`config.mk`:
```
export PLATFORM = sky130hd
export DESIGN_NAME = contiguous_chunk_allocator_core
export DESIGN_NICKNAME = d
export VERILOG_FILES = /design/src/rtl/core/cca_pkg.sv /design/src/rtl/core/cca_ctrl.sv /design/src/rtl/core/cca_datapath.sv /design/src/rtl/core/contiguous_chunk_allocator_core.sv
export SDC_FILE = /design/constraint.sdc
export NUM_CORES = 2
export LEC_CHECK = 0
export BUFFER_PORTS_ARGS = -buffer_cell sky130_fd_sc_hd__buf_2
export CORE_MARGIN = 2
export CORE_UTILIZATION = 55
export CTS_BUF_LIST = sky130_fd_sc_hd__clkbuf_4 sky130_fd_sc_hd__clkbuf_8
export CTS_CLUSTER_SIZE = 14
export DETAILED_ROUTE_END_ITERATION = 10
export GPL_TIMING_DRIVEN = 0
export MAX_ROUTING_LAYER = met4
export PLACE_DENSITY = 0.71
export SYNTH_ARGS = -nofsm -noshare
export SYNTH_HDL_FRONTEND = slang
export SYNTH_SLANG_ARGS = --single-unit
```
`constraint.sdc`:
```
create_clock -name clk -period 8.7 [get_ports clk]
set_clock_uncertainty 0.05 [all_clocks]
set_input_delay 1.305 -clock clk [delete_from_list [all_inputs] [get_ports clk]]
set_output_delay 1.305 -clock clk [all_outputs]
set_load 0.1 [all_outputs]
```
`src/rtl/core/cca_pkg.sv`:
```
// Shared types and constants of the contiguous chunk allocator.
`timescale 1ns / 1ps

package cca_pkg;

	// bitmap row width
	localparam int WORD_BITS = 16;
	localparam int WB_W      = 4;

	// request fields
	localparam int OPCODE_W     = 2;
	localparam int OWNER_W      = 8;
	localparam int COUNT_W      = 11;
	localparam int DESC_FIELD_W = 7;
	localparam int OWNER_LSB    = OPCODE_W;
	localparam int COUNT_LSB    = OWNER_LSB + OWNER_W;
	localparam int DESC_LSB     = COUNT_LSB + COUNT_W;
	localparam int IN_TDATA_W   = 32;

	// result fields
	localparam int STATUS_W    = 3;
	localparam int GRANT_W     = 7;
	localparam int START_W     = 10;
	localparam int OUT_TDATA_W = 24;

	typedef enum logic [1:0] {
		OP_ALLOC   = 2'd0,
		OP_FREE    = 2'd1,
		OP_RELEASE = 2'd2
	} op_t;

	typedef enum logic [2:0] {
		ST_OK      = 3'd0,
		ST_NOMEM   = 3'd1,
		ST_NODESC  = 3'd2,
		ST_OWNER   = 3'd3,
		ST_INVALID = 3'd4
	} status_t;

	// source of the next descriptor table index
	typedef enum logic [1:0] {
		DSEL_ANCHOR,
		DSEL_NEXT,
		DSEL_REQ,
		DSEL_ZERO
	} dsel_t;

	typedef enum logic [3:0] {
		S_CLEAR,
		S_IDLE,
		S_DECODE,
		S_FIT,
		S_DS_START,
		S_DS,
		S_FREE_CHK,
		S_REL_CHK,
		S_REL_NEXT,
		S_WALK_RD,
		S_WALK_WR,
		S_DONE
	} state_t;

	typedef struct packed {
		logic    load_req;
		logic    clr_step;
		logic    fit_init;
		logic    fit_step;
		logic    dsc_load;
		dsel_t   dsc_sel;
		logic    claim;
		logic    release_entry;
		logic    walk_rd;
		logic    walk_wr;
		logic    set_status;
		status_t status;
		logic    out_load;
	} cca_cmd_t;

	typedef struct packed {
		logic [OPCODE_W-1:0] req_op;
		logic                own_zero;
		logic                count_zero;
		logic                count_big;
		logic                desc_bad;
		logic                clr_last;
		logic                fit_found;
		logic                fit_last;
		logic                dsc_free;
		logic                dsc_match;
		logic                dsc_last;
		logic                walk_last;
		logic                out_free;
	} cca_sts_t;

endpackage

```
`src/rtl/core/cca_ctrl.sv`:
```
// Request sequencer of the contiguous chunk allocator.
`timescale 1ns / 1ps

module cca_ctrl (
	input  logic             clk,
	input  logic             arst_n,
	input  logic             s_tvalid,
	output logic             s_tready,
	input  cca_pkg::cca_sts_t sts,
	output cca_pkg::cca_cmd_t cmd
);
	import cca_pkg::*;

	state_t state_q, state_nx;

	always_ff @(posedge clk or negedge arst_n) begin
		if (!arst_n) begin
			state_q <= S_CLEAR;
		end else begin
			state_q <= state_nx;
		end
	end

	always_comb begin
		state_nx = state_q;
		cmd      = '0;
		cmd.dsc_sel = DSEL_NEXT;
		cmd.status  = ST_OK;
		s_tready = 1'b0;
		unique case (state_q)
			S_CLEAR: begin
				cmd.clr_step = 1'b1;
				if (sts.clr_last) state_nx = S_IDLE;
			end
			S_IDLE: begin
				s_tready = 1'b1;
				if (s_tvalid) begin
					cmd.load_req = 1'b1;
					state_nx     = S_DECODE;
				end
			end
			S_DECODE: begin
				if (sts.own_zero) begin
					cmd.set_status = 1'b1;
					cmd.status     = ST_INVALID;
					state_nx       = S_DONE;
				end else begin
					unique case (sts.req_op)
						OP_ALLOC: begin
							if (sts.count_zero) begin
								cmd.set_status = 1'b1;
								cmd.status     = ST_INVALID;
								state_nx       = S_DONE;
							end else if (sts.count_big) begin
								cmd.set_status = 1'b1;
								cmd.status     = ST_NOMEM;
								state_nx       = S_DONE;
							end else begin
								cmd.fit_init = 1'b1;
								state_nx     = S_FIT;
							end
						end
						OP_FREE: begin
							if (sts.desc_bad) begin
								cmd.set_status = 1'b1;
								cmd.status     = ST_INVALID;
								state_nx       = S_DONE;
							end else begin
								cmd.dsc_load = 1'b1;
								cmd.dsc_sel  = DSEL_REQ;
								state_nx     = S_FREE_CHK;
							end
						end
						OP_RELEASE: begin
							cmd.dsc_load = 1'b1;
							cmd.dsc_sel  = DSEL_ZERO;
							state_nx     = S_REL_CHK;
						end
						default: begin
							cmd.set_status = 1'b1;
							cmd.status     = ST_INVALID;
							state_nx       = S_DONE;
						end
					endcase
				end
			end
			S_FIT: begin
				cmd.fit_step = 1'b1;
				if (sts.fit_found) begin
					state_nx = S_DS_START;
				end else if (sts.fit_last) begin
					cmd.set_status = 1'b1;
					cmd.status     = ST_NOMEM;
					state_nx       = S_DONE;
				end
			end
			S_DS_START: begin
				cmd.dsc_load = 1'b1;
				cmd.dsc_sel  = DSEL_ANCHOR;
				state_nx     = S_DS;
			end
			S_DS: begin
				if (sts.dsc_free) begin
					cmd.claim = 1'b1;
					state_nx  = S_WALK_RD;
				end else if (sts.dsc_last) begin
					cmd.set_status = 1'b1;
					cmd.status     = ST_NODESC;
					state_nx       = S_DONE;
				end else begin
					cmd.dsc_load = 1'b1;
				end
			end
			S_FREE_CHK: begin
				if (sts.dsc_match) begin
					cmd.release_entry = 1'b1;
					state_nx          = S_WALK_RD;
				end else begin
					cmd.set_status = 1'b1;
					cmd.status     = ST_OWNER;
					state_nx       = S_DONE;
				end
			end
			S_REL_CHK: begin
				if (sts.dsc_match) begin
					cmd.release_entry = 1'b1;
					state_nx          = S_WALK_RD;
				end else if (sts.dsc_last) begin
					cmd.set_status = 1'b1;
					state_nx       = S_DONE;
				end else begin
					cmd.dsc_load = 1'b1;
				end
			end
			S_REL_NEXT: begin
				if (sts.dsc_last) begin
					cmd.set_status = 1'b1;
					state_nx       = S_DONE;
				end else begin
					cmd.dsc_load = 1'b1;
					state_nx     = S_REL_CHK;
				end
			end
			S_WALK_RD: begin
				cmd.walk_rd = 1'b1;
				state_nx    = S_WALK_WR;
			end
			S_WALK_WR: begin
				cmd.walk_wr = 1'b1;
				if (!sts.walk_last) begin
					state_nx = S_WALK_RD;
				end else if (sts.req_op == OP_RELEASE) begin
					state_nx = S_REL_NEXT;
				end else begin
					cmd.set_status = 1'b1;
					state_nx       = S_DONE;
				end
			end
			S_DONE: begin
				if (sts.out_free) begin
					cmd.out_load = 1'b1;
					state_nx     = S_IDLE;
				end
			end
			default: begin
				state_nx = S_IDLE;
			end
		endcase
	end

endmodule

```
`src/rtl/core/cca_datapath.sv`:
```
// Bitmap, descriptor table, counters and result register of the allocator.
`timescale 1ns / 1ps

module cca_datapath #(
	parameter int CHUNKS      = 1024,
	parameter int DESCRIPTORS = 64,
	parameter int OWNER_BITS  = 8
) (
	input  logic                             clk,
	input  logic                             arst_n,
	input  logic [cca_pkg::IN_TDATA_W-1:0]   s_tdata,
	output logic                             m_tvalid,
	input  logic                             m_tready,
	output logic [cca_pkg::OUT_TDATA_W-1:0]  m_tdata,
	input  cca_pkg::cca_cmd_t                cmd,
	output cca_pkg::cca_sts_t                sts
);
	import cca_pkg::*;

	localparam int ROWS      = (CHUNKS + WORD_BITS - 1) / WORD_BITS;
	localparam int ROW_W     = (ROWS > 1) ? $clog2(ROWS) : 1;
	localparam int GW        = ROW_W + WB_W;
	localparam int AW        = GW + 1;
	localparam int CIDX_W    = $clog2(CHUNKS);
	localparam int CNT_W     = $clog2(CHUNKS + 1);
	localparam int DIDX_W    = $clog2(DESCRIPTORS);
	localparam int DESC_W    = OWNER_BITS + CIDX_W + CNT_W;
	localparam int OWN_EXT_W = (OWNER_BITS > OWNER_W) ? OWNER_BITS : OWNER_W;
	localparam int CMP_W     = (CNT_W > COUNT_W) ? CNT_W : COUNT_W;
	localparam int DW        = (DIDX_W + 1 > DESC_FIELD_W) ? DIDX_W + 1 : DESC_FIELD_W;
	localparam int SW        = CNT_W + WB_W + 1;
	localparam int CLR_N     = (ROWS > DESCRIPTORS) ? ROWS : DESCRIPTORS;
	localparam int CLR_W     = $clog2(CLR_N);

	// request registers
	logic [OPCODE_W-1:0]     op_q;
	logic [OWNER_BITS-1:0]   own_q;
	logic [COUNT_W-1:0]      count_q;
	logic [DESC_FIELD_W-1:0] desc_q;
	logic [OWN_EXT_W-1:0]    own_ext;
	logic [CMP_W-1:0]        count_ext;
	logic [CNT_W-1:0]        count_c;

	// memories
	logic [WORD_BITS-1:0] row_mem [ROWS];
	logic [WORD_BITS-1:0] row_rd_q;
	logic                 row_we, row_re;
	logic [ROW_W-1:0]     row_waddr, row_raddr;
	logic [WORD_BITS-1:0] row_wdata;

	logic [DESC_W-1:0]    dsc_mem [DESCRIPTORS];
	logic [DESC_W-1:0]    dsc_rd_q;
	logic                 dsc_we;
	logic [DIDX_W-1:0]    dsc_waddr;
	logic [DESC_W-1:0]    dsc_wdata;
	logic [OWNER_BITS-1:0] rd_owner;
	logic [CIDX_W-1:0]    rd_start;
	logic [CNT_W-1:0]     rd_len;

	// control state
	logic [CLR_W-1:0]  clr_q;
	logic [CNT_W-1:0]  freecnt_q;
	logic [DIDX_W-1:0] anchor_q;
	logic              out_valid_q;

	// scan and walk registers
	logic [ROW_W-1:0]  scan_row_q;
	logic [CNT_W-1:0]  run_q;
	logic [CIDX_W-1:0] fit_start_q;
	logic [DIDX_W-1:0] dsc_q, dsc_nx, dsc_inc;
	logic [DIDX_W-1:0] dcnt_q;
	logic [ROW_W-1:0]  walk_row_q, walk_end_q;
	logic [AW-1:0]     walk_lo_q, walk_hi_q;
	logic              walk_set_q;
	logic [WORD_BITS-1:0] walk_mask;
	logic [AW-1:0]     new_lo, new_hi, new_last;

	// first-fit search on the current row
	logic [WORD_BITS-1:0] fit_used, fit_sat;
	logic [WB_W-1:0]      fit_j;
	logic                 fit_found;
	logic [CNT_W-1:0]     fit_run_nx;
	logic [AW-1:0]        fit_start_w;

	// result and output registers
	status_t            res_status_q;
	logic [GRANT_W-1:0] res_gd_q;
	logic [START_W-1:0] res_start_q;
	status_t            out_status_q;
	logic [GRANT_W-1:0] out_gd_q;
	logic [START_W-1:0] out_start_q;

	assign own_ext   = OWN_EXT_W'(s_tdata[OWNER_LSB +: OWNER_W]);
	assign count_ext = CMP_W'(count_q);
	assign count_c   = CNT_W'(count_ext);

	assign rd_owner = dsc_rd_q[DESC_W-1 -: OWNER_BITS];
	assign rd_start = dsc_rd_q[CNT_W +: CIDX_W];
	assign rd_len   = dsc_rd_q[0 +: CNT_W];

	always_ff @(posedge clk) begin
		if (cmd.load_req) begin
			op_q    <= s_tdata[0 +: OPCODE_W];
			own_q   <= own_ext[OWNER_BITS-1:0];
			count_q <= s_tdata[COUNT_LSB +: COUNT_W];
			desc_q  <= s_tdata[DESC_LSB +: DESC_FIELD_W];
		end
	end

	// first-fit: run(j) is the free run ending at bit j, carried in from
	// earlier rows only while the row is free up to j
	always_comb begin
		int   last;
		logic any;
		logic [SW-1:0] cand;
		for (int b = 0; b < WORD_BITS; b++) begin
			fit_used[b] = row_rd_q[b]
				| (AW'({scan_row_q, WB_W'(b)}) >= AW'(CHUNKS));
		end
		fit_run_nx = '0;
		for (int j = 0; j < WORD_BITS; j++) begin
			any  = 1'b0;
			last = 0;
			for (int k = 0; k <= j; k++) begin
				if (fit_used[k]) begin
					any  = 1'b1;
					last = k;
				end
			end
			if (any) cand = SW'(j - last);
			else cand = SW'(run_q) + SW'(j + 1);
			fit_sat[j] = (cand >= SW'(count_c));
			if (j == WORD_BITS - 1) fit_run_nx = CNT_W'(cand);
		end
		fit_found = |fit_sat;
		fit_j     = '0;
		for (int j = WORD_BITS - 1; j >= 0; j--) begin
			if (fit_sat[j]) fit_j = WB_W'(j);
		end
	end

	assign fit_start_w = AW'({scan_row_q, fit_j}) + AW'(1) - AW'(count_c);

	// descriptor index selection
	assign dsc_inc = (dsc_q == DIDX_W'(DESCRIPTORS - 1)) ? '0 : dsc_q + 1'b1;

	always_comb begin
		unique case (cmd.dsc_sel)
			DSEL_ANCHOR: dsc_nx = anchor_q;
			DSEL_NEXT:   dsc_nx = dsc_inc;
			DSEL_REQ:    dsc_nx = DIDX_W'(desc_q - 1'b1);
			DSEL_ZERO:   dsc_nx = '0;
			default:     dsc_nx = '0;
		endcase
	end

	// walk range set up by a claim or a release
	always_comb begin
		if (cmd.claim) begin
			new_lo = AW'(fit_start_q);
			new_hi = AW'(fit_start_q) + AW'(count_c);
		end else begin
			new_lo = AW'(rd_start);
			new_hi = AW'(rd_start) + AW'(rd_len);
		end
		new_last = new_hi - AW'(1);
	end

	always_comb begin
		for (int b = 0; b < WORD_BITS; b++) begin
			walk_mask[b] = (AW'({walk_row_q, WB_W'(b)}) >= walk_lo_q)
				&& (AW'({walk_row_q, WB_W'(b)}) < walk_hi_q);
		end
	end

	// bitmap ports
	always_comb begin
		row_we    = 1'b0;
		row_waddr = walk_row_q;
		row_wdata = walk_set_q ? (row_rd_q | walk_mask) : (row_rd_q & ~walk_mask);
		if (cmd.clr_step) begin
			row_we    = (clr_q < CLR_W'(ROWS - 1)) || (clr_q == CLR_W'(ROWS - 1));
			row_waddr = clr_q[ROW_W-1:0];
			row_wdata = '0;
		end else if (cmd.walk_wr) begin
			row_we = 1'b1;
		end
		row_re    = cmd.fit_init | cmd.fit_step | cmd.walk_rd;
		row_raddr = walk_row_q;
		if (cmd.fit_init) row_raddr = '0;
		else if (cmd.fit_step) row_raddr = scan_row_q + 1'b1;
	end

	always_ff @(posedge clk) begin
		if (row_we) row_mem[row_waddr] <= row_wdata;
		if (row_re) row_rd_q <= row_mem[row_raddr];
	end

	// descriptor table ports
	always_comb begin
		dsc_we    = 1'b0;
		dsc_waddr = dsc_q;
		dsc_wdata = {OWNER_BITS'(0), rd_start, rd_len};
		if (cmd.clr_step) begin
			dsc_we    = (clr_q < CLR_W'(DESCRIPTORS - 1)) || (clr_q == CLR_W'(DESCRIPTORS - 1));
			dsc_waddr = clr_q[DIDX_W-1:0];
			dsc_wdata = '0;
		end else if (cmd.claim) begin
			dsc_we    = 1'b1;
			dsc_wdata = {own_q, fit_start_q, count_c};
		end else if (cmd.release_entry) begin
			dsc_we = 1'b1;
		end
	end

	always_ff @(posedge clk) begin
		if (dsc_we) dsc_mem[dsc_waddr] <= dsc_wdata;
		if (cmd.dsc_load) dsc_rd_q <= dsc_mem[dsc_nx];
	end

	// scan, walk and result registers
	always_ff @(posedge clk) begin
		if (cmd.fit_init) begin
			scan_row_q <= '0;
			run_q      <= '0;
		end else if (cmd.fit_step) begin
			scan_row_q <= scan_row_q + 1'b1;
			run_q      <= fit_run_nx;
			if (fit_found) fit_start_q <= CIDX_W'(fit_start_w);
		end
		if (cmd.dsc_load) begin
			dsc_q  <= dsc_nx;
			dcnt_q <= (cmd.dsc_sel == DSEL_NEXT) ? dcnt_q + 1'b1 : '0;
		end
		if (cmd.claim || cmd.release_entry) begin
			walk_lo_q  <= new_lo;
			walk_hi_q  <= new_hi;
			walk_row_q <= new_lo[GW-1:WB_W];
			walk_end_q <= new_last[GW-1:WB_W];
			walk_set_q <= cmd.claim;
		end else if (cmd.walk_wr) begin
			walk_row_q <= walk_row_q + 1'b1;
		end
		if (cmd.load_req) begin
			res_gd_q    <= '0;
			res_start_q <= '0;
		end else if (cmd.claim) begin
			res_gd_q    <= GRANT_W'({1'b0, dsc_q} + 1'b1);
			res_start_q <= START_W'(fit_start_q);
		end
		if (cmd.set_status) res_status_q <= cmd.status;
		if (cmd.out_load) begin
			out_status_q <= res_status_q;
			out_gd_q     <= (res_status_q == ST_OK) ? res_gd_q : '0;
			out_start_q  <= (res_status_q == ST_OK) ? res_start_q : '0;
		end
	end

	always_ff @(posedge clk or negedge arst_n) begin
		if (!arst_n) begin
			clr_q       <= '0;
			freecnt_q   <= CNT_W'(CHUNKS);
			anchor_q    <= '0;
			out_valid_q <= 1'b0;
		end else begin
			if (cmd.clr_step) clr_q <= clr_q + 1'b1;
			if (cmd.claim) begin
				freecnt_q <= freecnt_q - count_c;
				anchor_q  <= dsc_inc;
			end else if (cmd.release_entry) begin
				freecnt_q <= freecnt_q + rd_len;
			end
			if (cmd.out_load) out_valid_q <= 1'b1;
			else if (m_tready) out_valid_q <= 1'b0;
		end
	end

	assign m_tvalid = out_valid_q;
	assign m_tdata  = OUT_TDATA_W'({out_start_q, out_gd_q, out_status_q});

	assign sts.req_op     = op_q;
	assign sts.own_zero   = (own_q == '0);
	assign sts.count_zero = (count_q == '0);
	assign sts.count_big  = (count_ext > CMP_W'(freecnt_q));
	assign sts.desc_bad   = (desc_q == '0) || (DW'(desc_q) > DW'(DESCRIPTORS));
	assign sts.clr_last   = (clr_q == CLR_W'(CLR_N - 1));
	assign sts.fit_found  = fit_found;
	assign sts.fit_last   = (scan_row_q == ROW_W'(ROWS - 1));
	assign sts.dsc_free   = (rd_owner == '0);
	assign sts.dsc_match  = (rd_owner == own_q);
	assign sts.dsc_last   = (dcnt_q == DIDX_W'(DESCRIPTORS - 1));
	assign sts.walk_last  = (walk_row_q == walk_end_q);
	assign sts.out_free   = !out_valid_q || m_tready;

endmodule

```
`src/rtl/core/contiguous_chunk_allocator_core.sv`:
```
// Top level of the contiguous chunk allocator: sequencer, datapath, checks.
`timescale 1ns / 1ps

// Keeps a bitmap of CHUNKS chunks in rows of 16 and a table of DESCRIPTORS
// descriptors (owner, start, length). Requests are handled one at a time;
// one result per request goes to an output register, so the next request
// is taken while a result waits. After reset a clearing pass zeroes every
// bitmap row and every descriptor before the first request. An allocate
// scans the bitmap rows for the first fit, visits descriptors from the
// rotating anchor until it finds a free one and then marks the bitmap rows
// of the run. A free checks the owner of its descriptor and clears the
// bitmap rows of its run. A release visits every descriptor in the table
// and clears the bitmap rows of each one that its owner holds. A request
// rejected at decode goes straight to its result. A result not yet taken
// holds the sequencer in its last state. Everything runs through the bitmap
// read and write ports, one row at a time, and the descriptor table ports,
// one entry at a time.
module contiguous_chunk_allocator_core #(
	parameter int CHUNKS      = 1024,
	parameter int DESCRIPTORS = 64,
	parameter int OWNER_BITS  = 8
) (
	input  logic                            clk,
	input  logic                            arst_n,
	input  logic                            s_tvalid,
	output logic                            s_tready,
	// opcode[1:0], owner[9:2], chunk_count[20:10], descriptor[27:21]
	input  logic [cca_pkg::IN_TDATA_W-1:0]  s_tdata,
	output logic                            m_tvalid,
	input  logic                            m_tready,
	// status[2:0], granted_descriptor[9:3], start_chunk[19:10]
	output logic [cca_pkg::OUT_TDATA_W-1:0] m_tdata
);
	import cca_pkg::*;

	cca_cmd_t cmd;
	cca_sts_t sts;

	cca_ctrl u_ctrl (
		.clk      (clk),
		.arst_n   (arst_n),
		.s_tvalid (s_tvalid),
		.s_tready (s_tready),
		.sts      (sts),
		.cmd      (cmd)
	);

	cca_datapath #(
		.CHUNKS      (CHUNKS),
		.DESCRIPTORS (DESCRIPTORS),
		.OWNER_BITS  (OWNER_BITS)
	) u_dp (
		.clk      (clk),
		.arst_n   (arst_n),
		.s_tdata  (s_tdata),
		.m_tvalid (m_tvalid),
		.m_tready (m_tready),
		.m_tdata  (m_tdata),
		.cmd      (cmd),
		.sts      (sts)
	);

	// one request in flight at a time
	a_one_request: assert property (@(posedge clk) disable iff (!arst_n)
		s_tvalid && s_tready |=> !s_tready)
		else $error("request taken while another is in progress");

	// result register is never overwritten while it still holds a result
	a_out_load: assert property (@(posedge clk) disable iff (!arst_n)
		cmd.out_load |-> sts.out_free)
		else $error("result overwritten before it was taken");

	// a claimed descriptor is always followed by marking its chunks
	a_claim_walk: assert property (@(posedge clk) disable iff (!arst_n)
		cmd.claim |=> cmd.walk_rd)
		else $error("claim not followed by a bitmap update");

	// only a successful request carries a descriptor or a start chunk
	a_fail_zero: assert property (@(posedge clk) disable iff (!arst_n)
		m_tvalid && (m_tdata[STATUS_W-1:0] != ST_OK)
			|-> (m_tdata[STATUS_W +: GRANT_W + START_W] == '0))
		else $error("failed request returned a grant");

endmodule
```
==> impl_metrics.toml <==
[status]
status = "finished, violations left"
violations = "capacitance limit, slew limit, setup timing"

[route]
drtAntennaViolNets = 0
vias = 95300
wl_per_cell_um = 31.4
via_per_inst = 6.42
totalWireLength_um = 465000
drt_iter0_markers = 14200
first_pass_iters = 7
drc = 0

[timing]
hold_ws_ps = 198
rsz0062_at_grt = "no"
setup_ws_ps = -320
fin_crit_ps = 9020
fmax_mhz = 111
slew_violations = 32
fin_crit_sh_pct = 104
hold_viol_final = 0
slew_headroom_pct = -19.7
final-setup-viol-count = 7
max_slew.worst_pin.slew_ps = 1800

[critical_path]
critPathBufInv = 5
cp_max_fo = 18
cp-start-kind = "flop"
cp_cell_sequence = "inv_1, ha_1, o211ai_1, or3_1, o21a_1, a21oi_1, clkbuf_1, clkbuf_1, clkbuf_1, nor2_1, clkbuf_1, a311oi_1, a32o_1"
cp.required_ps = 9540
crit_family = "buffers and inverters"
path_common_cell = "clkbuf_1"
critPathKind = "flop to flop"
crit_arrival_ps = 9860
crit_path_top_delay_cell = "a311oi_1"
cp_slowest_stage_delay_ps = 1200
worstSetupEndpointType = "flop"

[floorplan]
floorplan.rows = 179
io_pins = 62
die_w_um = 494
die_area_mm2 = 0.244
start_util_pct = 55.4
core_mm2 = 0.238
die_h_um = 494

[synthesis]
synth_seq_cells = 3094
syn_avg_cell_area_um2 = 12.7
ys_types = 92
synth_cells = 10400
synth_edf_count = 3032
synth_area_mm2 = 0.132
async_reset_ff_share_pct = 0.905
synth_flop_cell = "edfxtp_1"
ys_warn_count = 0
synth_seq_area_share_pct = 70.0

[global_routing]
antenna_found_initial = 49
grt.total_usage_pct = 38.6
grt_max_degree = 65
grt_overflow_total = 0
grt_pass1_wl_um = 648000
grt_pass1_vias = 89600

[pwr]
finalPower_w = 0.0600
power_density_mw_per_mm2 = 398
p_leak_nw = 51.6
vdd_drop_max_mv = 0.270

[clock_tree]
cts-buffers-inserted = 490
clkSlewWorstSetupHoldPaths_ps = 70
clock_latency_ps = 1130
cts_max_level = 5
ctsLongestPathBuffers = 4
postCtsSetupBuffers = 0
tritoncts = "done"
cts_root_buf = "clkbuf_8"
cts_hold_buffers = 0
cts_resized = 0
cts_sinks = 3094

[job]
maxCapViolCount = 4

[layout]
syn_to_final_growth_pct = 14.1
finalCoreUtilization_pct = 63.2
drive_gt1_share_pct = 12.6
num-nets-final = 11500

[place]
dp_slack_ps = 120
place_congestion = 1.02
hpwl_um = 329000
io_buffer_count = 53

[min_path]
min_path_type = "primary input to async pin"
## final cells by class
cell class                 instances  area [um^2]
multi-input combinational       6565        37500
clock inverter                   209         1150
buffer                           634         2770
fill                           18000        87700
inverter                         113          434
timing repair buffer             244         3830
antenna                          136          340
tap                             3167         3960
sequential                      3094        92400
clock buffer                     673         8200
## final timing paths
kind,slack (ps),cells past startpoint,to,startpoint
setup / recovery,-320,13,u_dp.fit_used[6]$_DFFE_PP_,u_dp.count_c[6]$_DFFE_PP_
hold / removal,200,1,u_dp.anchor_q[5]$_DFFE_PN0P_,arst_n
setup reg to reg,-320,13,u_dp.fit_used[6]$_DFFE_PP_,u_dp.count_c[6]$_DFFE_PP_
hold reg to reg,400,2,u_dp.res_gd_q[1]$_SDFFE_PP0P_,u_dp.res_gd_q[1]$_SDFFE_PP0P_
max in group asynchronous,7740,1,u_ctrl.state_q[0]$_DFFE_PN0P_,arst_n
min in group clk,320,1,u_dp.own_q[0]$_DFFE_PP_,s_tdata[2]
## placed cells by master, fill, tap and decap left out, types with 40 or more instances in the layout
master / count
inv_1: 107
nor2_2: 64
nor3_1: 92
ha_1: 289
clkbuf_4: 170
buf_1: 51
nand4_1: 119
clkinv_1: 128
o221ai_1: 113
a32oi_1: 58
o22ai_1: 112
nand2_1: 2312
o211ai_1: 88
buf_12: 118
clkbuf_1: 380
or3_1: 71
and3_1: 75
clkbuf_8: 503
edfxtp_1: 3032
nor2_4: 89
diode_2: 136
a21oi_1: 333
o21ai_0: 249
nor2_1: 365
mux2i_1: 130
xnor2_1: 118
a211oi_1: 56
a31oi_1: 300
xor2_1: 71
a21o_1: 73
nand3_1: 855
nand2b_1: 46
buf_2: 215
clkinv_2: 61
buf_8: 40
## cell families (layout without fill, tap and decap cells)
group                    Yosys count  in the layout  share of synthesized area [%]
AO/OA/AOI/OAI                   1633           1633                           8.11
buffers and inverters            747           1873                           2.43
adder cells (fa/ha/maj)          294            294                           2.81
XOR/XNOR                         189            189                           1.25
other                              1            140                        0.00284
AND/OR/NAND/NOR                 4298           4298                           14.2
flip-flops                      3094           3094                           70.0
multiplexers                     147            147                           1.13
## metrics by stage
step                TNS [ps]  cell area [um^2]  instances
CTS                        0            150000      14700
global placement     -423500            136000      13600
global route               0            151000      14800
floorplan                  0            132000      10400
detailed placement         0            141000      13800
finish                  -920            151000      14800
## registers in the layout, indices dropped and copies added, names as in the netlist, 7 cells and up
| name | count |
|---|---|
| u_dp.count_c | 11 |
| u_dp.desc_q | 7 |
| u_dp.dsc_mem | 1856 |
| u_dp.dsc_rd_q | 29 |
| u_dp.fit_start_q | 10 |
| u_dp.fit_used | 16 |
| u_dp.freecnt_q | 11 |
| u_dp.out_gd_q | 7 |
| u_dp.out_start_q | 10 |
| u_dp.own_q | 8 |
| u_dp.res_gd_q | 7 |
| u_dp.res_start_q | 10 |
| u_dp.row_mem | 1024 |
| u_dp.run_q | 11 |
| u_dp.walk_hi_q | 11 |
| u_dp.walk_lo_q | 10 |
## power breakdown
| part | total [W] | leakage, nW | switching [W] | internal, W |
|---|---|---|---|---|
| logic | 0.0285 | 19.1 | 0.0213 | 0.00718 |
| registers | 0.0195 | 27.5 | 0.000458 | 0.0190 |
| clock network | 0.0120 | 5.01 | 0.00573 | 0.00631 |
| total | 0.0600 | 51.6 | 0.0275 | 0.0325 |
## cells in the mapped netlist (27+ instances only)
cell type,instances,area (um^2)
xnor2_1,118,1030
nand2_1,2312,8680
nand3_1,855,4280
a221oi_1,29,254
clkbuf_1,382,1430
buf_4,27,203
or3_1,71,444
nand2b_1,47,294
o21ai_0,250,1250
a31oi_1,300,1880
a21o_1,73,548
nor3_1,97,485
ha_1,289,3620
nor4_1,40,250
o22ai_1,113,707
inv_1,107,402
xor2_1,71,622
or4_1,39,293
buf_1,51,191
mux2i_1,130,1300
edfxtp_1,3032,91000
nor2_1,506,1900
dfrtp_1,27,676
and3_1,75,469
buf_2,162,811
a32oi_1,58,508
a21oi_1,349,1750
a211oi_1,56,420
o211ai_1,88,661
and2_1,38,238
dfxtp_1,34,681
nand4_1,119,744
o221ai_1,113,990
nor2b_1,39,244
## layer usage
| metal | vias to the layer above | GRT usage [%] | part of all wire (%) |
|---|---|---|---|
| met5 | - | - | 0 |
| met4 | 0 | 27.8 | 8.7 |
| met3 | 1454 | 6.84 | 11 |
| met2 | 6626 | 57.4 | 45 |
| met1 | 46700 | 48.0 | 36 |
| li1 | 40600 | - | - |
(Power assumes the default switching activity.)
